[src/sv/mep_pkg.sv]
// Shared types, constants and helper functions of the escape-time pixel block.
// Used by every module of the block; depends on nothing.
`default_nettype none

package mep_pkg;

    localparam int HALF_W    = 31;
    localparam int IDX_W     = 10;
    localparam int LIMIT_W   = 12;
    localparam int COLOR_W   = 8;
    localparam int CFG_IDX_W = 2;
    localparam int FRAC_BITS = 28;

    localparam int C_W    = 34;
    localparam int Z_W    = 31;
    localparam int PROD_W = 2 * Z_W;
    localparam int WIDE_W = PROD_W + 1;
    localparam int DR_W   = WIDE_W - FRAC_BITS;
    localparam int S_W    = DR_W + 1;
    localparam int NUM_W  = HALF_W + IDX_W + 1;
    localparam int SUB_W  = NUM_W + 1;
    localparam int DIG_W     = 14;
    localparam int DIV_STEPS = NUM_W / DIG_W;
    localparam int DIV_X_W   = 26;
    localparam int DIV_M_W   = 27;
    localparam int DIV_P_W   = DIV_X_W + DIV_M_W;
    localparam int DIV_CNT_W = 2;
    localparam int COLOR_IN_W = 18;

    localparam int FIFO_DEPTH = 2;
    localparam int PTR_W      = 1;

    localparam logic [CFG_IDX_W-1:0] CFG_HALF_WIDTH = 2'd0;
    localparam logic [CFG_IDX_W-1:0] CFG_ITER_LIMIT = 2'd1;

    localparam logic [HALF_W-1:0]  HALF_WIDTH_RST = 31'd536870912;
    localparam logic [LIMIT_W-1:0] ITER_LIMIT_RST = 12'd500;

    localparam logic signed [C_W-1:0]    C_MAX      = {1'b0, {(C_W-1){1'b1}}};
    localparam logic signed [S_W-1:0]    Z_BOUND_HI = 36'sd536870912;
    localparam logic signed [S_W-1:0]    Z_BOUND_LO = -36'sd536870912;
    localparam logic signed [WIDE_W-1:0] MAG_LIMIT  = 63'sd288230376151711744;

    localparam logic [COLOR_IN_W-1:0] RED_K   = 18'd30;
    localparam logic [COLOR_IN_W-1:0] GREEN_K = 18'd40;
    localparam logic [COLOR_IN_W-1:0] BLUE_K  = 18'd50;

    typedef struct packed {
        logic signed [C_W-1:0] cr;
        logic signed [C_W-1:0] ci;
    } t_point;

    typedef enum logic [1:0] {
        F_IDLE,
        F_DIV,
        F_SUB,
        F_PUSH
    } t_front_state;

    typedef enum logic [2:0] {
        B_IDLE,
        B_LOAD,
        B_SQ_R,
        B_SQ_I,
        B_CROSS,
        B_UPDATE,
        B_DONE
    } t_back_state;

    // Residue modulo 255 by folding bytes, since 256 is one more than 255.
    function automatic logic [COLOR_W-1:0] mod255(input logic [COLOR_IN_W-1:0] x);
        logic [10:0] s1;
        logic [8:0]  s2;
        s1 = 11'(x[17:8]) + 11'(x[7:0]);
        s2 = 9'(s1[10:8]) + 9'(s1[7:0]);
        if (s2 >= 9'd255) begin
            s2 = s2 - 9'd255;
        end
        return s2[COLOR_W-1:0];
    endfunction

endpackage

`default_nettype wire

[src/sv/mep_fifo.sv]
// Two-word queue between the front end and the iteration engine, registered read.
// Depends on mep_pkg.
`default_nettype none

module mep_fifo (
    input  wire logic            i_clk,
    input  wire logic            i_rst_n,
    input  wire logic            i_push,
    input  wire mep_pkg::t_point i_data,
    output logic                 o_full,
    input  wire logic            i_pop,
    output logic                 o_empty,
    output mep_pkg::t_point      o_data
);

    mep_pkg::t_point               r_mem [mep_pkg::FIFO_DEPTH];
    mep_pkg::t_point               r_rd_data;
    logic [mep_pkg::PTR_W-1:0]     r_wr_ptr, r_rd_ptr;
    logic [mep_pkg::PTR_W:0]       r_count;

    assign o_full  = (r_count == (mep_pkg::PTR_W+1)'(mep_pkg::FIFO_DEPTH));
    assign o_empty = (r_count == '0);
    assign o_data  = r_rd_data;

    always_ff @(posedge i_clk) begin
        if (i_push) begin
            r_mem[r_wr_ptr] <= i_data;
        end
        if (i_pop) begin
            r_rd_data <= r_mem[r_rd_ptr];
        end
    end

    always_ff @(posedge i_clk) begin
        if (!i_rst_n) begin
            r_wr_ptr <= '0;
            r_rd_ptr <= '0;
            r_count  <= '0;
        end else begin
            if (i_push) begin
                r_wr_ptr <= r_wr_ptr + 1'b1;
            end
            if (i_pop) begin
                r_rd_ptr <= r_rd_ptr + 1'b1;
            end
            if (i_push && !i_pop) begin
                r_count <= r_count + 1'b1;
            end else if (i_pop && !i_push) begin
                r_count <= r_count - 1'b1;
            end
        end
    end

endmodule

`default_nettype wire

[config.mk]
export PLATFORM = sky130hd
export DESIGN_NAME = mep_fifo
export DESIGN_NICKNAME = d
export VERILOG_FILES = /design/src/sv/mep_pkg.sv /design/src/sv/mep_fifo.sv
export SDC_FILE = /design/constraint.sdc
export NUM_CORES = 1
export LEC_CHECK = 0
export ABC_AREA = 1
export BUFFER_PORTS_ARGS = -buffer_cell sky130_fd_sc_hd__buf_2
export CAP_MARGIN = 5
export CORE_UTILIZATION = 50
export CTS_CLUSTER_DIAMETER = 30
export CTS_CLUSTER_SIZE = 8
export DETAILED_ROUTE_END_ITERATION = 7
export PLACE_DENSITY = 0.73
export SYNTH_ARGS = -nofsm -noshare
export SYNTH_HDL_FRONTEND = slang
export SYNTH_SLANG_ARGS = --single-unit
[constraint.sdc]
create_clock -name i_clk -period 7.9 [get_ports i_clk]
set_input_delay 1.58 -clock i_clk [delete_from_list [all_inputs] [get_ports i_clk]]
set_output_delay 1.58 -clock i_clk [all_outputs]
set_load 0.01 [all_outputs]
### After elaboration in Yosys (flattened, before gate mapping)

Memories as Yosys holds them, arrays and structs flattened. A register that Yosys moved wholly into a read port is not among the register bits.
Index checks and enable logic that the tools add are counted.

| word-level totals | value |
|---|---|
| output and inout port bits | 70 |
| logic and storage cells | 19 |
| memory bits (writable) | 136 |
| latch bits | 0 |
| bits in registers | 4 |
| memories | 1 |
| bits of input ports | 72 |
| bits in read-only memories | 0 |

Memories:

| memory | depth | bits a word | rd ports | clocked after Yosys merged registers in | write ports | line | RTL |
|---|---|---|---|---|---|---|---|
| r_mem | 2 | 68 | 1 | 1 | 1 | mep_fifo.sv:16 | `mep_pkg::t_point r_mem [mep_pkg::FIFO_DEPTH];` |

| operators by class | value |
|---|---|
| order comparisons | 0 |
| mux-type cells | 4 |
| div/mod/pow operators | 0 |
| reductions and logical operators | 6 |
| $mul | 0 |
| add/subtract/negate cells | 4 |
| bitwise logic cells | 0 |
| equal/unequal tests | 1 |
| shift operators | 0 |

Operators with widths:

| kind | count |
|---|---|
| $mux 2 | 2 |
| $add 1x1->1 const B | 2 |
| $add 2x1->2 const B | 1 |
| $eq 2x2->1 const B | 1 |
| $logic_and 1x1->1 | 2 |
| $logic_not 1->1 | 2 |
| $logic_not 2->1 | 1 |
| $mux 1 | 2 |
| $reduce_bool 2->1 | 1 |
| $sub 2x1->2 const B | 1 |

### Logic depth before layout (Yosys ltp)

| logic depth | value |
|---|---|
| depth after elaboration | 4 |
| gate-level depth with buffers | 8 |
| mapped depth without buffers | 8 |

### Least setup slack after synthesis

Ideal clock, no wire load.

| timing | value |
|---|---|
| kind | input to register |
| start point | input i_push |
| end point | memory r_mem[0][0] (netlist bit), enable pin |
| path slack | 2.933 ns |
| setup time | 0.496 ns |
| data required time | 7.404 ns |
| arrival time | 4.471 ns |
| buffers on the path | 0 |
| cell stages on the path | 2 |
| cells stage by stage | inv_1 nor2_1 |

| between the ends | value |
|---|---|
| word-level cells in the longest chain between the ends | 2 |

RTL lines:

| item | line | RTL |
|---|---|---|
| from (decl) | mep_fifo.sv:8 | `input wire logic i_push,` |
| $mux 1 | mep_fifo.sv:26 | `if (i_push) begin` |
| $mux 1 (implied by the code) | mep_fifo.sv:27 | `r_mem[r_wr_ptr] <= i_data;` |
| to (decl) | mep_fifo.sv:16 |  |

Every way passes these cells.

### Final worst setup path

| timing | value |
|---|---|
| start point | input i_push |
| end point | memory r_mem[0][60] (netlist bit), enable pin |

The elaborated chain is that of the path after synthesis.

==> results.toml <==
[finish]
synthToLayoutAreaGrowth_pct = 25.1
regArea_um2 = 6210
layout.cells.non_filler = 692
drive_above_1_share_pct = 51.5
multi_input_area_um2 = 1120
nets = 561
nFillCells = 996
final_common_cell = "edfxtp_1"
fin_area_um2 = 9380
final_cell_mix = "edfxtp_1, buf_2, mux2_4, clkbuf_16, nand2_1"

[timing]
setup_viol = 0
slew_headroom_pct = 33.5
worst_clock_skew_ns = 0.0150
fin_ws_ns = 5.19
slew_viol_final = 0
grt_setup_unrepaired = "no"
worstMarginPinSlew_ns = 0.998
tns_ns = 0
period_share_pct = 34.3
period_minus_slack_ns = 2.71
hold_viol = 0
fmax_mhz = 369

[grt]
antenna_found_initial = 2
grtUsageMet1_pct = 18.1
globalRoute.totalOverflow = 0
grt_pass1_wl_um = 17900
gr-usage-met3_pct = 4.77
track_usage_pct = 15.1
first_global_vias = 3496
grt_max_degree = 56
met2_usage_pct = 24.5
grt_busiest_layer = "met2"

[power]
p_int_uw = 2250
switching_share_pct = 19.8
vdd_ir_drop_max_uv = 187
clkPwrFrac_pct = 47.2
sequentialPowerShare_pct = 46.9
p_leak_uw = 0.00367
switchingPower_uw = 555
power_density_nw_per_um2 = 299
power_frac_comb_pct = 5.9
finalPower_uw = 2810

[route]
ant_nets = 0
wl_per_cell_um = 16.6
drt-total-wl_um = 11500
first_pass_iters = 4
via_count = 3309
vias_per_cell = 4.78
drc = 0
drtIter0Drc = 112

[critical_path]
regToRegEndpoint = "o_data[12]"
cp-start-kind = "input port"
crit_path_max_fanout = 55
worstReg2RegStart = "r_rd_ptr"
crit_chain = "buf_2 -> inv_1 -> nor2_4 -> buf_4"
required_ns = 8.00
ff2ff_path_depth = 2
path_class = "input port to flop"
cp.arrival_ns = 2.81
cp_slowest_cell = "buf_4"
slowest_delay_ns = 0.67
ff2ff_setup_slack_ns = 5.88
end_kind = "flop"

[place]
place.gp.congestion = 0.711
place_area_um2 = 8330
post-place-ws_ns = 4.67
place_hpwl_um = 7210
numPortBuffers = 141
dp_cells = 634

[synth]
synth_fp_nets = 386
ys_warn_count = 0
ys_ff_latch = 208
ys_types = 13
syn_avg_cell_area_um2 = 24.0
syn_area_um2 = 7500
synth-seq-area-share_pct = 82.7
postSynthCellCount = 313

[die]
ios = 142
core_area_um2 = 14600
dieArea_um2 = 15500
rows = 44
start_util_pct = 51.4
die_w_um = 124
dieHeight_um = 124

[hold_path]
worstHoldEndpoint = "o_data[57]"
min-delay-start = "r_mem[1][57]"
min_path_cells = 1
min_path_type = "flop to flop"

[cts]
clock_sinks = 208
post_cts_buffers = 0
clk_pin_slew_ns = 0.04
cts_root_buf = "clkbuf_16"
cts_buffers = 36
cts_tree = "done"
cts_buffer_depth = 3
worstSkewPairLatency_ns = 0.49
post_cts_resize_count = 0
htreeDepth = 2
cts_hold_buf = 0

[job]
cap_viol_max_count = 0

[status]
outcome = "complete, no violations"
cell usage after synthesis:
cell type / instances / area share (%)
nand2_1: 8 / 0.40
inv_1: 8 / 0.40
nand3_1: 1 / 0.067
ha_1: 1 / 0.17
buf_12: 7 / 1.9
mux2_4: 68 / 14
buf_6: 1 / 0.15
nand4_1: 1 / 0.083
a21oi_1: 1 / 0.067
o21ai_0: 1 / 0.067
dfxtp_1: 4 / 1.1
nor2_1: 8 / 0.40
edfxtp_1: 204 / 82
critical path: cells and delay by family:
family	cells	cell delay, ns
and+or+nand+nor	1	0.33
buffers and inverters	3	0.86
how the worst max path moves through the flow:
| stage | start | end | slack (ns) |
|---|---|---|---|
| after floorplan | i_push | r_mem[0][0] | 2.93 |
| after global placement | i_push | r_mem[0][39] | 4.72 |
| after detailed placement | i_push | r_mem[0][40] | 4.67 |
| after CTS | i_push | r_mem[0][41] | 5.17 |
| after global routing | i_push | r_mem[0][41] | 5.05 |
| final | i_push | r_mem[0][60] | 5.19 |
power by group through the flow:
stage	sequential, uW	combinational (uW)	clock, uW
CTS	1320	169	1350
detailed placement	1340	169	0
floorplan	1340	96.0	0
finish	1320	166	1320
global placement	1330	164	0
global route	1320	179	1400
layer usage:
metal | wire [um] | share of wire [%] | vias up
li1 | - | - | 1581
met1 | 4700 | 41 | 1599
met2 | 5820 | 51 | 104
met4 | 239 | 2.1 | 2
met3 | 693 | 6.0 | 23
met5 | 10 | 0.087 | -
state kept, by name, summed over array words and instances, names as in the netlist:
register  count
r_mem       136
o_data       68
r_count       2
r_rd_ptr      1
r_wr_ptr      1
metrics by stage:
step                      utilization [%]  hold WS [ns]
final                                64.3         0.533
after global routing                 64.3         0.542
after CTS                            64.3         0.536
after detailed placement             57.1         0.531
after global placement               57.1         0.500
after floorplan                         -         0.473
layout make-up:
type	count	share of cell area [%]
tap	184	2.45
sequential	208	66.2
antenna	1	0.0267
clock buffer	43	10.1
clock inverter	14	1.05
multi-input combinational	89	12.0
inverter	8	0.333
timing repair buffer	145	7.87
logic make-up after synthesis:
logic type,after synthesis,synth area share [%]
flip-flops,208,82.7
adder cells (fa/ha/maj),1,0.167
buffers and inverters,16,2.42
AO/OA/AOI/OAI,2,0.133
multiplexers,68,13.6
AND/OR/NAND/NOR,18,0.951
No activity file was read; power rests on OpenSTA's default activity.
