--- config.mk ---
export PLATFORM = sky130hd
export DESIGN_NAME = mep_front
export DESIGN_NICKNAME = d
export VERILOG_FILES = /design/src/sv/mep_pkg.sv /design/src/sv/mep_front.sv
export SDC_FILE = /design/constraint.sdc
export NUM_CORES = 2
export LEC_CHECK = 0
export ABC_AREA = 0
export CAP_MARGIN = 25
export CELL_PAD_IN_SITES_DETAIL_PLACEMENT = 1
export CELL_PAD_IN_SITES_GLOBAL_PLACEMENT = 1
export CORE_MARGIN = 4
export CORE_UTILIZATION = 35
export CTS_CLUSTER_SIZE = 28
export DETAILED_ROUTE_END_ITERATION = 10
export DONT_BUFFER_PORTS = 1
export GPL_TIMING_DRIVEN = 0
export PLACE_DENSITY_LB_ADDON = 0.1
export SKIP_CTS_REPAIR_TIMING = 1
export SYNTH_ARGS = -nofsm -noshare
export SYNTH_HDL_FRONTEND = slang
export SYNTH_SLANG_ARGS = --single-unit
--- constraint.sdc ---
create_clock -name i_clk -period 8.6 [get_ports i_clk]
set_input_delay 1.29 -clock i_clk [delete_from_list [all_inputs] [get_ports i_clk]]
set_output_delay 1.29 -clock i_clk [all_outputs]
set_load 0.005 [all_outputs]
--- src/sv/mep_pkg.sv ---
// Shared types, constants and helper functions of the escape-time pixel block.
// Used by every module of the block; depends on nothing.
`default_nettype none

package mep_pkg;

    localparam int HALF_W    = 31;
    localparam int IDX_W     = 10;
    localparam int LIMIT_W   = 12;
    localparam int COLOR_W   = 8;
    localparam int CFG_IDX_W = 2;
    localparam int FRAC_BITS = 28;

    localparam int C_W    = 34;
    localparam int Z_W    = 31;
    localparam int PROD_W = 2 * Z_W;
    localparam int WIDE_W = PROD_W + 1;
    localparam int DR_W   = WIDE_W - FRAC_BITS;
    localparam int S_W    = DR_W + 1;
    localparam int NUM_W  = HALF_W + IDX_W + 1;
    localparam int SUB_W  = NUM_W + 1;
    localparam int DIG_W     = 14;
    localparam int DIV_STEPS = NUM_W / DIG_W;
    localparam int DIV_X_W   = 26;
    localparam int DIV_M_W   = 27;
    localparam int DIV_P_W   = DIV_X_W + DIV_M_W;
    localparam int DIV_CNT_W = 2;
    localparam int COLOR_IN_W = 18;

    localparam int FIFO_DEPTH = 2;
    localparam int PTR_W      = 1;

    localparam logic [CFG_IDX_W-1:0] CFG_HALF_WIDTH = 2'd0;
    localparam logic [CFG_IDX_W-1:0] CFG_ITER_LIMIT = 2'd1;

    localparam logic [HALF_W-1:0]  HALF_WIDTH_RST = 31'd536870912;
    localparam logic [LIMIT_W-1:0] ITER_LIMIT_RST = 12'd500;

    localparam logic signed [C_W-1:0]    C_MAX      = {1'b0, {(C_W-1){1'b1}}};
    localparam logic signed [S_W-1:0]    Z_BOUND_HI = 36'sd536870912;
    localparam logic signed [S_W-1:0]    Z_BOUND_LO = -36'sd536870912;
    localparam logic signed [WIDE_W-1:0] MAG_LIMIT  = 63'sd288230376151711744;

    localparam logic [COLOR_IN_W-1:0] RED_K   = 18'd30;
    localparam logic [COLOR_IN_W-1:0] GREEN_K = 18'd40;
    localparam logic [COLOR_IN_W-1:0] BLUE_K  = 18'd50;

    typedef struct packed {
        logic signed [C_W-1:0] cr;
        logic signed [C_W-1:0] ci;
    } t_point;

    typedef enum logic [1:0] {
        F_IDLE,
        F_DIV,
        F_SUB,
        F_PUSH
    } t_front_state;

    typedef enum logic [2:0] {
        B_IDLE,
        B_LOAD,
        B_SQ_R,
        B_SQ_I,
        B_CROSS,
        B_UPDATE,
        B_DONE
    } t_back_state;

    // Residue modulo 255 by folding bytes, since 256 is one more than 255.
    function automatic logic [COLOR_W-1:0] mod255(input logic [COLOR_IN_W-1:0] x);
        logic [10:0] s1;
        logic [8:0]  s2;
        s1 = 11'(x[17:8]) + 11'(x[7:0]);
        s2 = 9'(s1[10:8]) + 9'(s1[7:0]);
        if (s2 >= 9'd255) begin
            s2 = s2 - 9'd255;
        end
        return s2[COLOR_W-1:0];
    endfunction

endpackage

`default_nettype wire

--- src/sv/mep_front.sv ---
// Front end: accepts a pixel, maps both indices to the point c with a three-step
// reciprocal divider. Depends on mep_pkg; feeds mep_fifo.
`default_nettype none

module mep_front #(
    parameter int GRID_SIZE = 1024
) (
    input  wire logic                       i_clk,
    input  wire logic                       i_rst_n,
    input  wire logic                       i_start,
    output logic                            o_busy,
    input  wire logic [mep_pkg::IDX_W-1:0]  i_pixel_column,
    input  wire logic [mep_pkg::IDX_W-1:0]  i_pixel_row,
    input  wire logic [mep_pkg::HALF_W-1:0] i_half_width,
    output logic                            o_push,
    input  wire logic                       i_full,
    output mep_pkg::t_point                 o_point
);

    localparam int RQ_W     = $clog2(GRID_SIZE);
    localparam int RECIP_SH = mep_pkg::DIV_X_W + RQ_W;
    localparam logic [63:0] RECIP_NUM = 64'd1 << RECIP_SH;
    localparam logic [mep_pkg::DIV_M_W-1:0] RECIP_K =
        mep_pkg::DIV_M_W'((RECIP_NUM + 64'(GRID_SIZE) - 64'd1) / 64'(GRID_SIZE));
    localparam logic [mep_pkg::DIV_X_W-1:0] GRID_K = mep_pkg::DIV_X_W'(GRID_SIZE);
    localparam int PRD_W = mep_pkg::NUM_W - 1;

    mep_pkg::t_front_state r_state, n_state;

    logic [mep_pkg::NUM_W-1:0]     r_num [2];
    logic [RQ_W-1:0]               r_rem [2];
    logic [mep_pkg::DIV_CNT_W-1:0] r_cnt;
    logic [mep_pkg::HALF_W-1:0]    r_s;
    mep_pkg::t_point               r_point;

    logic                          accept;
    logic [PRD_W-1:0]              prod_col, prod_row;
    logic [mep_pkg::DIV_X_W-1:0]   dig_x  [2];
    logic [mep_pkg::DIV_P_W-1:0]   dig_p  [2];
    logic [mep_pkg::DIG_W-1:0]     dig_q  [2];
    logic [mep_pkg::DIV_X_W-1:0]   dig_r  [2];
    logic signed [mep_pkg::SUB_W-1:0] diff_c [2];
    logic signed [mep_pkg::C_W-1:0]   c_sat  [2];

    assign accept   = i_start && (r_state == mep_pkg::F_IDLE);
    assign prod_col = PRD_W'(i_half_width) * PRD_W'(i_pixel_column);
    assign prod_row = PRD_W'(i_half_width) * PRD_W'(i_pixel_row);

    // Each step divides the remainder joined with the next digit by the grid size.
    always_comb begin
        for (int k = 0; k < 2; k++) begin
            dig_x[k] = mep_pkg::DIV_X_W'({r_rem[k],
                                          r_num[k][mep_pkg::NUM_W-1 -: mep_pkg::DIG_W]});
            dig_p[k] = mep_pkg::DIV_P_W'(dig_x[k]) * mep_pkg::DIV_P_W'(RECIP_K);
            dig_q[k] = dig_p[k][RECIP_SH +: mep_pkg::DIG_W];
            dig_r[k] = dig_x[k] - mep_pkg::DIV_X_W'(dig_q[k]) * GRID_K;
            diff_c[k] = $signed({1'b0, r_num[k]}) -
                        $signed({{(mep_pkg::SUB_W-mep_pkg::HALF_W){1'b0}}, r_s});
            if (diff_c[k] > mep_pkg::SUB_W'(mep_pkg::C_MAX)) begin
                c_sat[k] = mep_pkg::C_MAX;
            end else begin
                c_sat[k] = diff_c[k][mep_pkg::C_W-1:0];
            end
        end
    end

    always_comb begin
        n_state = r_state;
        case (r_state)
            mep_pkg::F_IDLE: begin
                if (i_start) begin
                    n_state = mep_pkg::F_DIV;
                end
            end
            mep_pkg::F_DIV: begin
                if (r_cnt == '0) begin
                    n_state = mep_pkg::F_SUB;
                end
            end
            mep_pkg::F_SUB: begin
                n_state = mep_pkg::F_PUSH;
            end
            mep_pkg::F_PUSH: begin
                if (!i_full) begin
                    n_state = mep_pkg::F_IDLE;
                end
            end
            default: begin
                n_state = mep_pkg::F_IDLE;
            end
        endcase
    end

    always_comb begin
        o_busy  = (r_state != mep_pkg::F_IDLE);
        o_push  = (r_state == mep_pkg::F_PUSH) && !i_full;
        o_point = r_point;
    end

    always_ff @(posedge i_clk) begin
        if (!i_rst_n) begin
            r_state <= mep_pkg::F_IDLE;
        end else begin
            r_state <= n_state;
        end
    end

    always_ff @(posedge i_clk) begin
        if (accept) begin
            r_num[0] <= {prod_col, 1'b0};
            r_num[1] <= {prod_row, 1'b0};
            r_rem[0] <= '0;
            r_rem[1] <= '0;
            r_s      <= i_half_width;
            r_cnt    <= mep_pkg::DIV_CNT_W'(mep_pkg::DIV_STEPS - 1);
        end else if (r_state == mep_pkg::F_DIV) begin
            for (int k = 0; k < 2; k++) begin
                r_num[k] <= {r_num[k][mep_pkg::NUM_W-mep_pkg::DIG_W-1:0], dig_q[k]};
                r_rem[k] <= dig_r[k][RQ_W-1:0];
            end
            r_cnt <= r_cnt - 1'b1;
        end
        if (r_state == mep_pkg::F_SUB) begin
            r_point.cr <= c_sat[0];
            r_point.ci <= c_sat[1];
        end
    end

endmodule

`default_nettype wire

# Yosys cells after proc, flatten, opt, wreduce, memory -nomap -nowiden
# Memory sizes are Yosys's and may differ from the RTL's.
# Index checks and enable logic that the tools add are counted.
[word_totals]
input_bits = 55
n_memories = 2
reg_bits = 103
word_cells = 46
ramBits = 104
out_inout_bits = 70
[classes]
mux = 13
magnitude_cmp = 2
add_sub_neg = 5
eq_ne = 6
mul = 2
reduce_logical = 7
n_bitwise = 4
[memory_table]
columns = ["memory", "depth", "width", "rd", "rd_clocked_by_memory_dff", "wr", "line_no", "source"]
rows = [
  ["r_num", 2, 42, 2, 0, 2, "mep_front.sv:30", "logic [mep_pkg::NUM_W-1:0] r_num [2];"],
  ["r_rem", 2, 10, 2, 0, 2, "mep_front.sv:31", "logic [RQ_W-1:0] r_rem [2];"],
]
[ops]
columns = ["operator", "n"]
rows = [
  ["> comparator 43 x 34 -> 1 bit (second input constant)", 2],
  ["subtractor 42 x 31 -> 43 bit", 2],
  ["2-to-1 mux 42 bit", 2],
  ["multiplier 31 x 10 -> 41 bit", 2],
  ["2-to-1 mux 10 bit", 2],
  ["subtractor 10 x 1 -> 10 bit (second input constant)", 2],
  ["case mux 2 bit (4 select lines)", 1],
  ["2-to-1 mux 2 bit", 3],
  ["!= test 2 bit (second input constant)", 3],
  ["2-to-1 mux 1 bit", 5],
  ["== test 2 bit (second input constant)", 2],
  ["logical NOT 2 bit", 2],
  ["bitwise OR 1 bit", 4],
  ["AND reduction 3 bit", 1],
  ["== test 2 x 1 -> 1 bit (second input constant)", 1],
  ["logical AND 1 bit", 2],
  ["nonzero test 2 bit", 1],
  ["subtractor 2 x 1 -> 2 bit (second input constant)", 1],
  ["logical NOT 1 bit", 1],
]

# Depth between registers and ports, before layout
[depth]
ltp_word = 5
depth_mapped = 23
mapped_depth_nobuf = 22

# Worst setup path before layout
# OpenSTA, ideal clock, no wires.
[synth_timing]
kind = "input to register"
start = "in i_pixel_column[3] (netlist name)"
end = "mem r_num[0][40] (netlist name), data pin"
path_slack_ps = 1420
arrival_time_ps = 6917
n_path_buf = 1
cell_stages = 23
setup_time_ps = 263
cell_sequence = "clkbuf_1 nand2_1 fa_1 inv_1 fa_1 inv_1 fa_1 inv_1 fa_1 inv_1 fa_1 inv_1 ha_1 nand3_1 nor3_1 o31ai_1 a31o_2 o41ai_1 o21ai_0 o31ai_1 a21oi_1 and4b_1 a2111o_1"
[synth_lines]
columns = ["item", "line_no", "source"]
rows = [
  ["start: declaration", "mep_front.sv:12", "input wire logic [mep_pkg::IDX_W-1:0] i_pixel_column,"],
  ["end: declaration", "mep_front.sv:30", ""],
]

==> flow_metrics.py <==
metrics = {
    "timing": {
        "fmax_mhz": 123.8,
        "fin_skew_ns": 0.02389,
        "slew_headroom_pct": 30.59,
        "tightest_slew_ns": 1.041,
        "layout_min_cycle_time_ns": 8.075,
        "post-route-period-util_pct": 93.89,
        "drv_slew": 0,
        "finalSetupViolCount": 0,
        "tns_ns": 0,
        "setup_ws_ns": 0.5252,
        "rsz0062_at_grt": "no",
        "finalHoldViolCount": 0,
    },
    "die": {
        "die_y_microns": 306.2,
        "core_area_sq_mm": 0.08824,
        "die_w_microns": 306.2,
        "rows": 109,
        "pin_count": 125,
        "dieArea_sq_mm": 0.09374,
        "initial_core_util_pct": 35.27,
    },
    "worst_setup_path": {
        "crit_type": "primary input to flip-flop",
        "crit_buf_inv": 4,
        "cp_max_fo": 10,
        "crit_path_frequent_cell": "fa_1",
        "reg2reg_slack_ns": 3.97,
        "arrival_ns": 8.36,
        "slowest_delay_ns": 0.74,
        "start_kind": "primary input",
        "worstPathCellList": "clkbuf_1, nand2_1, fa_1, fa_1, inv_1, fa_1, fa_1, inv_1, fa_1, inv_1, ha_1, nand3_1, nor3_1, o31ai_1, a31o_2, o41ai_1, o21ai_0, o31ai_1, a21oi_1, and4b_1, a2111o_1",
        "crit_path_top_delay_cell": "clkbuf_1",
        "crit_required_ns": 8.88,
        "crit_path_end_kind": "flip-flop",
        "cp_top_family": "adder cells",
    },
    "logic_synthesis": {
        "yosysWarningCount": 0,
        "synthTopCellsByCount": "nand2_1, inv_1, fa_1",
        "syn_nets": 4113,
        "yosysTopAreaCellShare_pct": 29.72,
        "ys_ff_latch": 207,
        "syn_area_per_cell_sq_um": 9.220,
        "yosysMostFrequentCell": "nand2_1",
        "synth_edf_count": 203,
        "netlist_area_sq_mm": 0.03112,
        "yosys.area.top_type": "fa_1",
        "ys_async_sr_fraction_pct": 0,
        "syn_inst": 3375,
        "synth.distinct_cells": 82,
        "yosysSeqAreaShare_pct": 19.85,
        "ys_top_cells_by_area": "fa_1, edfxtp_1, ha_1",
        "synth_top_flop_cell": "edfxtp_1",
    },
    "layout": {
        "final_layout_size_suffix_gt1_share_pct": 2.545,
        "area_growth_pct": 7.350,
        "num-nets-final": 4140,
        "stdcell_area_sq_mm": 0.03340,
        "seq_area_sq_mm": 0.006176,
        "nFillCells": 10230,
        "multi_input_area_sq_mm": 0.02242,
        "post_layout_nonfiller_instances": 4590,
    },
    "global_routing": {
        "grt_use_total_pct": 24.10,
        "grt_pass1_vias": 26326,
        "grt_pass1_wl_mm": 171.5,
        "antenna_found_initial": 11,
        "grt_max_degree": 70,
        "overflow": 0,
    },
    "detailed_routing": {
        "antenna_left": 0,
        "dr_wl_met3_mm": 6.956,
        "avgRoutedWirePerCell_microns": 24.60,
        "vias_per_cell": 5.280,
        "wl_met2_mm": 50.80,
        "drt-pass1-iter-count": 7,
        "initialDrtViolationCount": 1475,
        "met1_length_mm": 51.67,
        "wl_mm": 112.9,
        "route.detailed.drc": 0,
        "vias": 24236,
        "top_layer": "met5",
    },
    "clock_network": {
        "clock_latency_ns": 0.54,
        "htree_num_levels": 1,
        "cts_sinks": 207,
        "numCtsBuffers": 22,
        "cts_tree": "done",
        "clockBufferDepth": 3,
        "cts_root_buf": "clkbuf_16",
        "path_clk_slew_ns": 0.07,
    },
    "placed_design": {
        "gp_congestion": 0.8984,
        "placed_area_sq_mm": 0.03263,
        "port_buffers": 0,
        "dp_hpwl_mm": 95.01,
        "place_ws_ns": 0.05546,
        "dpl.cell_count": 4542,
    },
    "outcome": {
        "status": "complete, no violations",
    },
    "job": {
        "cap_violations": 0,
    },
    "min_path": {
        "hp-class": "flip-flop to flip-flop",
    },
}
==> cell type report <==
cell class	instances	share of cell area [%]
Clock inverter	17	0.5206
Multi-Input combinational cell	2502	67.13
Tap cell	1165	4.364
Antenna cell	7	0.05244
Timing Repair Buffer	3	0.1386
Buffer	174	2.056
Sequential cell	207	18.49
Inverter	492	5.529
Clock buffer	23	1.723
==> routing by layer <==
metal	track usage, %	vias to the layer above
li1	-	10960
met1	34.52	12554
met2	38.33	601
met3	3.405	117
met4	6.585	4
met5	0	-
==> sequential cells by signal, summed over array words and instances (netlist names) <==
signal,count
o_point,68
r_cnt,2
r_num,84
r_rem,20
r_s,31
r_state,2
==> cell families after synthesis <==
group | Yosys count | share of synthesized area (%)
buf+inv | 666 | 8.142
xor+xnor | 120 | 3.378
flops | 207 | 19.85
fa+ha+maj | 683 | 38.61
mux | 19 | 0.6635
compound gates | 536 | 11.17
simple gates | 1144 | 18.19
==> cell usage in the layout, fill, tap and decap left out, types with 80 or more instances in the layout <==
cell,count
nor2_1,80
clkbuf_1,160
nand2_1,500
a21oi_1,135
o21ai_0,147
inv_1,491
ha_1,220
and2_1,355
fa_1,462
edfxtp_1,203
==> worst reg2reg max path, stage by stage (launching register included) <==
cell and delay, ns:
edfxtp_1 0.40, ha_1 0.24, inv_1 0.07, fa_1 0.24
a211o_1 0.15, o211ai_1 0.18, a211o_1 0.36, a2111oi_1 0.65
o21ba_2 0.27, nor4_1 0.07, nor4b_1 0.31, nand3_1 0.16
o41ai_2 0.81, buf_2 0.36, o21ai_1 0.09
==> metrics by stage <==
step | util [%] | hold slack, ns
finish | 37.86 | 0.5094
global placement | 36.92 | 0.4828
floorplan | - | 0.4628
CTS | 37.83 | 0.5143
detailed placement | 36.98 | 0.4968
global route | 37.84 | 0.5474
==> worst paths after layout <==
check	end	cells after the start	from
min reg2reg	r_cnt[1]	2	r_cnt[1]
max	r_num[0][40]	21	i_pixel_column[9]
min	r_cnt[1]	2	r_cnt[1]
max reg2reg	o_point[17]	14	r_s[0]
Power is not shown: default switching activity piles up to over one toggle a cycle in this logic, so the estimate is an artifact.
