[src/sv/mep_pkg.sv]
// Shared types, constants and helper functions of the escape-time pixel block.
// Used by every module of the block; depends on nothing.
`default_nettype none

package mep_pkg;

    localparam int HALF_W    = 31;
    localparam int IDX_W     = 10;
    localparam int LIMIT_W   = 12;
    localparam int COLOR_W   = 8;
    localparam int CFG_IDX_W = 2;
    localparam int FRAC_BITS = 28;

    localparam int C_W    = 34;
    localparam int Z_W    = 31;
    localparam int PROD_W = 2 * Z_W;
    localparam int WIDE_W = PROD_W + 1;
    localparam int DR_W   = WIDE_W - FRAC_BITS;
    localparam int S_W    = DR_W + 1;
    localparam int NUM_W  = HALF_W + IDX_W + 1;
    localparam int SUB_W  = NUM_W + 1;
    localparam int DIG_W     = 14;
    localparam int DIV_STEPS = NUM_W / DIG_W;
    localparam int DIV_X_W   = 26;
    localparam int DIV_M_W   = 27;
    localparam int DIV_P_W   = DIV_X_W + DIV_M_W;
    localparam int DIV_CNT_W = 2;
    localparam int COLOR_IN_W = 18;

    localparam int FIFO_DEPTH = 2;
    localparam int PTR_W      = 1;

    localparam logic [CFG_IDX_W-1:0] CFG_HALF_WIDTH = 2'd0;
    localparam logic [CFG_IDX_W-1:0] CFG_ITER_LIMIT = 2'd1;

    localparam logic [HALF_W-1:0]  HALF_WIDTH_RST = 31'd536870912;
    localparam logic [LIMIT_W-1:0] ITER_LIMIT_RST = 12'd500;

    localparam logic signed [C_W-1:0]    C_MAX      = {1'b0, {(C_W-1){1'b1}}};
    localparam logic signed [S_W-1:0]    Z_BOUND_HI = 36'sd536870912;
    localparam logic signed [S_W-1:0]    Z_BOUND_LO = -36'sd536870912;
    localparam logic signed [WIDE_W-1:0] MAG_LIMIT  = 63'sd288230376151711744;

    localparam logic [COLOR_IN_W-1:0] RED_K   = 18'd30;
    localparam logic [COLOR_IN_W-1:0] GREEN_K = 18'd40;
    localparam logic [COLOR_IN_W-1:0] BLUE_K  = 18'd50;

    typedef struct packed {
        logic signed [C_W-1:0] cr;
        logic signed [C_W-1:0] ci;
    } t_point;

    typedef enum logic [1:0] {
        F_IDLE,
        F_DIV,
        F_SUB,
        F_PUSH
    } t_front_state;

    typedef enum logic [2:0] {
        B_IDLE,
        B_LOAD,
        B_SQ_R,
        B_SQ_I,
        B_CROSS,
        B_UPDATE,
        B_DONE
    } t_back_state;

    // Residue modulo 255 by folding bytes, since 256 is one more than 255.
    function automatic logic [COLOR_W-1:0] mod255(input logic [COLOR_IN_W-1:0] x);
        logic [10:0] s1;
        logic [8:0]  s2;
        s1 = 11'(x[17:8]) + 11'(x[7:0]);
        s2 = 9'(s1[10:8]) + 9'(s1[7:0]);
        if (s2 >= 9'd255) begin
            s2 = s2 - 9'd255;
        end
        return s2[COLOR_W-1:0];
    endfunction

endpackage

`default_nettype wire

[src/sv/mep_back.sv]
// Iteration engine: runs z = z*z + c on one shared multiplier and forms the result word.
// Depends on mep_pkg; takes points from mep_fifo.
`default_nettype none

module mep_back (
    input  wire logic                         i_clk,
    input  wire logic                         i_rst_n,
    input  wire logic [mep_pkg::LIMIT_W-1:0]  i_limit,
    input  wire logic                         i_empty,
    output logic                              o_pop,
    input  wire mep_pkg::t_point              i_point,
    output logic                              o_valid,
    output logic [mep_pkg::LIMIT_W-1:0]       o_escape_count,
    output logic                              o_in_set,
    output logic [mep_pkg::COLOR_W-1:0]       o_red,
    output logic [mep_pkg::COLOR_W-1:0]       o_green,
    output logic [mep_pkg::COLOR_W-1:0]       o_blue
);

    mep_pkg::t_back_state r_state, n_state;

    logic signed [mep_pkg::C_W-1:0]    r_cr, r_ci;
    logic signed [mep_pkg::Z_W-1:0]    r_zr, r_zi;
    logic signed [mep_pkg::PROD_W-1:0] r_rr, r_ii, r_ri;
    logic signed [mep_pkg::DR_W-1:0]   r_dr;
    logic [mep_pkg::LIMIT_W-1:0]       r_iter;
    logic [mep_pkg::LIMIT_W-1:0]       r_count;
    logic                              r_esc;
    logic                              r_valid;
    logic [mep_pkg::LIMIT_W-1:0]       r_out_count;
    logic                              r_out_in_set;
    logic [mep_pkg::COLOR_W-1:0]       r_out_red, r_out_green, r_out_blue;

    logic signed [mep_pkg::Z_W-1:0]    mul_a, mul_b;
    logic signed [mep_pkg::PROD_W-1:0] prod;
    logic signed [mep_pkg::WIDE_W-1:0] mag, diff;
    logic signed [mep_pkg::S_W-1:0]    nr, ni;
    logic                              mag_esc, abs_esc, at_limit;
    logic [mep_pkg::COLOR_IN_W-1:0]    cnt_w;

    assign prod     = mep_pkg::PROD_W'(mul_a) * mep_pkg::PROD_W'(mul_b);
    assign mag      = mep_pkg::WIDE_W'(r_rr) + mep_pkg::WIDE_W'(r_ii);
    assign diff     = mep_pkg::WIDE_W'(r_rr) - mep_pkg::WIDE_W'(r_ii);
    assign mag_esc  = (mag > mep_pkg::MAG_LIMIT) && (r_iter != '0);
    assign at_limit = (r_iter == i_limit);
    assign nr       = mep_pkg::S_W'(r_dr) + mep_pkg::S_W'(r_cr);
    assign ni       = mep_pkg::S_W'($signed(r_ri[mep_pkg::PROD_W-1:mep_pkg::FRAC_BITS-1]))
                    + mep_pkg::S_W'(r_ci);
    assign abs_esc  = (nr > mep_pkg::Z_BOUND_HI) || (nr < mep_pkg::Z_BOUND_LO) ||
                      (ni > mep_pkg::Z_BOUND_HI) || (ni < mep_pkg::Z_BOUND_LO);
    assign cnt_w    = mep_pkg::COLOR_IN_W'(r_count);

    always_comb begin
        n_state = r_state;
        case (r_state)
            mep_pkg::B_IDLE: begin
                if (!i_empty) begin
                    n_state = mep_pkg::B_LOAD;
                end
            end
            mep_pkg::B_LOAD:  n_state = mep_pkg::B_SQ_R;
            mep_pkg::B_SQ_R:  n_state = mep_pkg::B_SQ_I;
            mep_pkg::B_SQ_I:  n_state = mep_pkg::B_CROSS;
            mep_pkg::B_CROSS: begin
                if (mag_esc || at_limit) begin
                    n_state = mep_pkg::B_DONE;
                end else begin
                    n_state = mep_pkg::B_UPDATE;
                end
            end
            mep_pkg::B_UPDATE: begin
                if (abs_esc) begin
                    n_state = mep_pkg::B_DONE;
                end else begin
                    n_state = mep_pkg::B_SQ_R;
                end
            end
            mep_pkg::B_DONE:  n_state = mep_pkg::B_IDLE;
            default:          n_state = mep_pkg::B_IDLE;
        endcase
    end

    always_comb begin
        o_pop = (r_state == mep_pkg::B_IDLE) && !i_empty;
        mul_a = (r_state == mep_pkg::B_SQ_I) ? r_zi : r_zr;
        mul_b = (r_state == mep_pkg::B_SQ_R) ? r_zr : r_zi;
        o_valid        = r_valid;
        o_escape_count = r_out_count;
        o_in_set       = r_out_in_set;
        o_red          = r_out_red;
        o_green        = r_out_green;
        o_blue         = r_out_blue;
    end

    always_ff @(posedge i_clk) begin
        if (!i_rst_n) begin
            r_state <= mep_pkg::B_IDLE;
            r_valid <= 1'b0;
        end else begin
            r_state <= n_state;
            r_valid <= (r_state == mep_pkg::B_DONE);
        end
    end

    always_ff @(posedge i_clk) begin
        case (r_state)
            mep_pkg::B_LOAD: begin
                r_cr   <= i_point.cr;
                r_ci   <= i_point.ci;
                r_zr   <= '0;
                r_zi   <= '0;
                r_iter <= '0;
            end
            mep_pkg::B_SQ_R: begin
                r_rr <= prod;
            end
            mep_pkg::B_SQ_I: begin
                r_ii <= prod;
            end
            mep_pkg::B_CROSS: begin
                r_ri <= prod;
                r_dr <= diff[mep_pkg::WIDE_W-1:mep_pkg::FRAC_BITS];
                if (mag_esc) begin
                    r_count <= r_iter - 1'b1;
                    r_esc   <= 1'b1;
                end else if (at_limit) begin
                    r_count <= '0;
                    r_esc   <= 1'b0;
                end
            end
            mep_pkg::B_UPDATE: begin
                r_zr   <= nr[mep_pkg::Z_W-1:0];
                r_zi   <= ni[mep_pkg::Z_W-1:0];
                r_iter <= r_iter + 1'b1;
                if (abs_esc) begin
                    r_count <= r_iter;
                    r_esc   <= 1'b1;
                end
            end
            mep_pkg::B_DONE: begin
                r_out_count  <= r_count;
                r_out_in_set <= !r_esc;
                r_out_red    <= mep_pkg::mod255(cnt_w * mep_pkg::RED_K);
                r_out_green  <= mep_pkg::mod255(cnt_w * mep_pkg::GREEN_K);
                r_out_blue   <= mep_pkg::mod255(cnt_w * mep_pkg::BLUE_K);
            end
            default: begin
            end
        endcase
    end

endmodule

`default_nettype wire

[config.mk]
export PLATFORM = sky130hd
export DESIGN_NAME = mep_back
export DESIGN_NICKNAME = d
export VERILOG_FILES = /design/src/sv/mep_pkg.sv /design/src/sv/mep_back.sv
export SDC_FILE = /design/constraint.sdc
export NUM_CORES = 2
export LEC_CHECK = 0
export BUFFER_PORTS_ARGS = -buffer_cell sky130_fd_sc_hd__buf_2
export CAP_MARGIN = 15
export CORE_MARGIN = 2
export CORE_UTILIZATION = 30
export CTS_CLUSTER_SIZE = 40
export DETAILED_ROUTE_END_ITERATION = 16
export GPL_TIMING_DRIVEN = 0
export PLACE_DENSITY_LB_ADDON = 0.12
export RECOVER_POWER = 50
export SLEW_MARGIN = 5
export SYNTH_ARGS = -nofsm -noshare
export SYNTH_HDL_FRONTEND = slang
export SYNTH_SLANG_ARGS = --single-unit
[constraint.sdc]
create_clock -name i_clk -period 25.8 [get_ports i_clk]
set_input_delay 5.16 -clock i_clk [delete_from_list [all_inputs] [get_ports i_clk]]
set_output_delay 5.16 -clock i_clk [all_outputs]
set_load 0.02 [all_outputs]
Word-level counts from Yosys, hierarchy flattened
Index checks and enable logic that the tools add are counted.
- $add $sub $neg: 15
- $mul: 4
- magnitude comparators: 8
- equal/unequal tests: 10
- muxes and demuxes: 20
- reduce and logical (&&, ||, !) cells: 13
- operator list (operator ; count):
    $pmux 31 s2 ; 2
    $add 35x34->36 ; 2
    $gt 36x31->1 const B ; 2
    $lt 36x30->1 const B ; 2
    $add 62x62->63 ; 1
    $gt 63x60->1 const B ; 1
    $sub 62x62->63 ; 1
    $mul 31x31->62 ; 1
    $mux 31 ; 2
    $pmux 12 s2 ; 2
    $mux 12 ; 3
    $ge 9x8->1 const B ; 3
    $mux 8 ; 3
    $sub 8x8->8 const B ; 3
    $add 10x8->11 ; 2
    $add 3x8->9 ; 2
    $pmux 3 s6 ; 1
    $mul 12x5->17 const B ; 1
    $mul 12x4->16 const B ; 1
    $mul 12x3->15 const B ; 1
    $add 12x1->12 const B ; 1
    $eq 12x12->1 ; 1
    $reduce_bool 12->1 ; 1
    $sub 12x1->12 const B ; 1
    other kinds (17) ; 30
- register bits after elaboration: 417
- output and inout port bits: 39

Longest topological paths before layout
- depth in word-level cells: 7
- depth in mapped cells: 41
- mapped depth without buffers: 35

Least setup slack after synthesis
OpenSTA, ideal clock, no wires.
- kind: reg2reg
- start point: register r_state[1]
- end point: register r_ii[58] (netlist name), data pin
- setup time: 0.276 ns
- arrival: 10.843 ns
- setup slack: 14.681 ns
- stages on the path, launching flop included: 36
- clock period less this slack: 11.119 ns
- cell sequence: dfxtp_1 buf_6 nand2_1 or2_2 clkbuf_1 clkinv_1 buf_1 clkbuf_1 nand2_1 nand2_1 clkbuf_1 nand2_1 fa_1 inv_1 fa_1 fa_1 inv_1 fa_1 inv_1 fa_1 fa_1 fa_1 fa_1 ha_1 a21o_1 a21o_1 a2111oi_0 o31ai_1 nand2_1 inv_1 o41a_1 a211oi_1 nor3_1 o31a_1 o41ai_1 xnor2_1
- word-level cells in the longest chain between the ends: 3
- elaborated cells between the ends (all ways): 5
- classes of those cells: mul (1); eq/ne (2); mux (2)
- ends and longest elaborated chain (element ; line ; text):
    start, declared ; mep_back.sv:20 ; mep_pkg::t_back_state r_state, n_state;
    start signal, assigned ; mep_back.sv:97 ; r_state <= mep_pkg::B_IDLE;
    start signal, assigned ; mep_back.sv:100 ; r_state <= n_state;
    $eq 3x2->1, on equally long branches ; mep_back.sv:85, mep_back.sv:86 ;
    $mux 31, on equally long branches ; mep_back.sv:85, mep_back.sv:86 ;
    $mul 31x31->62 (*) ; mep_back.sv:41 ; assign prod = mep_pkg::PROD_W'(mul_a) * mep_pkg::PROD_W'(mul_b);
    net prod, one bit ; mep_back.sv:35 ; logic signed [mep_pkg::PROD_W-1:0] prod;
    end signal, assigned ; mep_back.sv:118 ; r_ii <= prod;
    end, declared ; mep_back.sv:24 ; logic signed [mep_pkg::PROD_W-1:0] r_rr, r_ii, r_ri;
Mark *: on every way through the listed nets, which the timed path passes. The rest lies on a longest branch.
A chain may end at the register's enable or synchronous reset.

Worst setup path in the final report
- start point: register r_state[0]
- end point: register r_ri[57] (netlist name), data pin
- word-level cells in the longest chain between the ends: 3
- elaborated cells between the ends (all ways): 5
- classes of those cells: mul (1); eq/ne (2); mux (2)
- ends and longest elaborated chain (element ; line ; text):
    $eq 3x2->1, on equally long branches ; mep_back.sv:85, mep_back.sv:86 ;
    $mux 31, on equally long branches ; mep_back.sv:85, mep_back.sv:86 ;
    $mul 31x31->62 (*) ; mep_back.sv:41 ;
    net prod, one bit ; mep_back.sv:35 ;
    end signal, assigned ; mep_back.sv:121 ; r_ri <= prod;
    end, declared ; mep_back.sv:24 ;
Marks and branches as above.

==> flow_summary.yaml <==
drt:
  vias_per_cell: 5.00
  initialDrtViolationCount: 3647
  wl_per_cell_um: 25.5
  vias: 49000
  drc: 0
  drt_wl_total_um: 250000
  first_pass_iters: 5
  ant_nets: 0
sta:
  period_share_pct: 57.3
  final-hold-violation-count: 0
  skew_ps: 22.4
  max_freq_mhz: 67.6
  finalCriticalPeriod_ps: 14790
  worst_slew_pin_slew_ps: 2880
  max_slew_margin_pct: -92.1
  drv_slew: 290
  setup_viol: 0
  grt_setup_unrepaired: "no"
  tns_ps: 0
global_routing:
  grt_pass1_vias: 50500
  grt_pass1_wl_um: 363000
  grt_use_total_pct: 23.6
  overflow: 0
  grt_start_max_net_pins: 46
  antenna_found_initial: 13
setup_path:
  cp-start-kind: "register"
  max_stage_delay_ps: 1940
  critPathSlowestCell: "clkbuf_1"
  worstPathArrival_ps: 15080
  worstPathRequired_ps: 26100
  path_class: "register to register"
  cp_max_fo: 35
  end_kind: "register"
  cp_common_cell: "fa_1"
synthesis:
  yosysMostFrequentCell: "inv_1"
  synth_top_area_share_pct: 33.6
  ys_types: 114
  synth-async-reset-ratio_pct: 0
  yosys.area.top_type: "fa_1"
  yosysSeqAreaShare_pct: 18.6
  synth_seq_cells: 390
  synth_edf_count: 386
  ys.flop_type: "edfxtp_1"
  synth_area_leaders: "fa_1, edfxtp_1, ha_1"
  netlist_area_um2: 62900
  synthesis.nets: 8357
  netlist_instances: 6733
  synth_common_cells: "inv_1, fa_1, nor2_1"
  synth_area_per_cell_um2: 9.34
  yosys_warnings: 0
place:
  port_buffers: 121
  gp_congestion: 0.960
  dpl.hpwl_um: 213000
outcome:
  status: "finished with violations"
  violations: "capacitance limit, slew limit"
clock_tree:
  cts_tree: "yes"
  cts_hold_buf: 0
  clock_latency_ps: 610
  post_cts_buffers: 0
  root_buffer: "clkbuf_16"
  cts_made_buffers: 46
  path_clk_slew_ps: 70
  cts.path.max_buffers: 3
  ctsResizeCount: 0
  clkSinkCount: 390
  cts-htree-levels: 2
finish:
  fill_cells: 22100
  fin_nets: 8573
  syn2layout_area_growth_pct: 9.88
  drive_gt1_share_pct: 5.73
floorplan:
  die_x_um: 462
  die_h_um: 462
  die-area_um2: 213000
  core_area_um2: 209000
  placementRows: 168
  start_util_pct: 30.1
  top_level_ports: 122
job:
  maxCapViolCount: 8
hold_path:
  hold_class: "register to register"
logic make-up (layout without fill, tap and decap cells):
group	count (synthesis)	in the layout	share of synthesized area, %
other cells	0	6	0
buf+inv	1527	1780	9.21
flops	390	390	18.6
fa+ha+maj	1541	1541	43.2
compound gates	897	897	9.61
simple gates	2025	2025	14.2
xor+xnor	246	246	3.42
mux	107	107	1.77
area by class of cell:
cell class / instances / area [um^2] / area share [%]
timing repair buffer: 168 / 1040 / 1.50
tap: 2805 / 3510 / 5.08
clock inverter: 33 / 294 / 0.425
sequential: 390 / 11700 / 16.9
multi-input combinational: 4816 / 45600 / 66.0
antenna: 6 / 15.0 / 0.0217
inverter: 1286 / 4830 / 6.98
buffer: 241 / 963 / 1.39
clock buffer: 52 / 1190 / 1.73
per-stage QoR:
step                      util, %  cell area, um^2  hold slack, ps  cells  setup slack (ps)
after floorplan                 -            62900             487   6733             14680
after global placement       32.1            67000             541   9659              9080
after detailed placement     32.4            67700             544   9699             12060
after CTS                    33.1            69200             552   9784             12000
after global routing         33.1            69100             577   9791             10250
final                        33.1            69100             547   9797             11010
metal layers:
layer	up-vias	part of all wire (%)	wire length (um)	global-route usage, %
met5	-	0.0080	20	0
met4	2	4.0	9880	7.75
li1	22100	-	-	-
met1	25100	45	112000	32.8
met2	1510	46	114000	38.0
met3	313	5.6	13900	3.17
worst paths after layout:
kind / startpoint / to / slack, ps / cells after the start
worst max-delay path: r_state[0] / r_ri[57] / 11010 / 36
worst min-delay path: r_esc / o_in_set / 550 / 1
worst min register to register: r_esc / o_in_set / 550 / 1
worst max register to register: r_state[0] / r_ri[57] / 11010 / 36
flip-flops by register name (all words and copies together) (netlist names):
register / cells
o_valid: 1
r_ii: 62
o_blue: 8
r_zi: 31
o_escape_count: 12
r_cr: 34
r_dr: 35
r_rr: 62
r_esc: 1
r_count: 12
r_state: 3
o_in_set: 1
r_zr: 31
r_ci: 34
o_red: 8
o_green: 8
r_iter: 12
r_ri: 35
cells in the final DEF (no fill, tap or decap), types with 40 or more instances in the layout:
| cell | count |
|---|---|
| a21o_1 | 83 |
| a21oi_1 | 256 |
| and3_1 | 43 |
| buf_2 | 138 |
| clkbuf_1 | 228 |
| clkbuf_16 | 47 |
| edfxtp_1 | 386 |
| fa_1 | 1056 |
| ha_1 | 485 |
| inv_1 | 1269 |
| mux2i_1 | 49 |
| nand2_1 | 725 |
| nand3_1 | 72 |
| nand4_1 | 40 |
| nor2_1 | 769 |
| nor2b_1 | 50 |
| nor3_1 | 74 |
| nor4_1 | 55 |
| o21ai_0 | 130 |
| o21bai_1 | 42 |
| xnor2_1 | 169 |
| xor2_1 | 77 |
worst max-delay path: cells and delay by family, from the launching register on:
| family | cells | cell delay (ps) |
|---|---|---|
| buf+inv | 10 | 4680 |
| fa+ha+maj | 9 | 4300 |
| compound gates | 9 | 2770 |
| simple gates | 7 | 1670 |
| xor+xnor | 1 | 580 |
| flops | 1 | 460 |
Power is not shown: default switching activity piles up to over one toggle a cycle in this logic, so the estimate is an artifact.
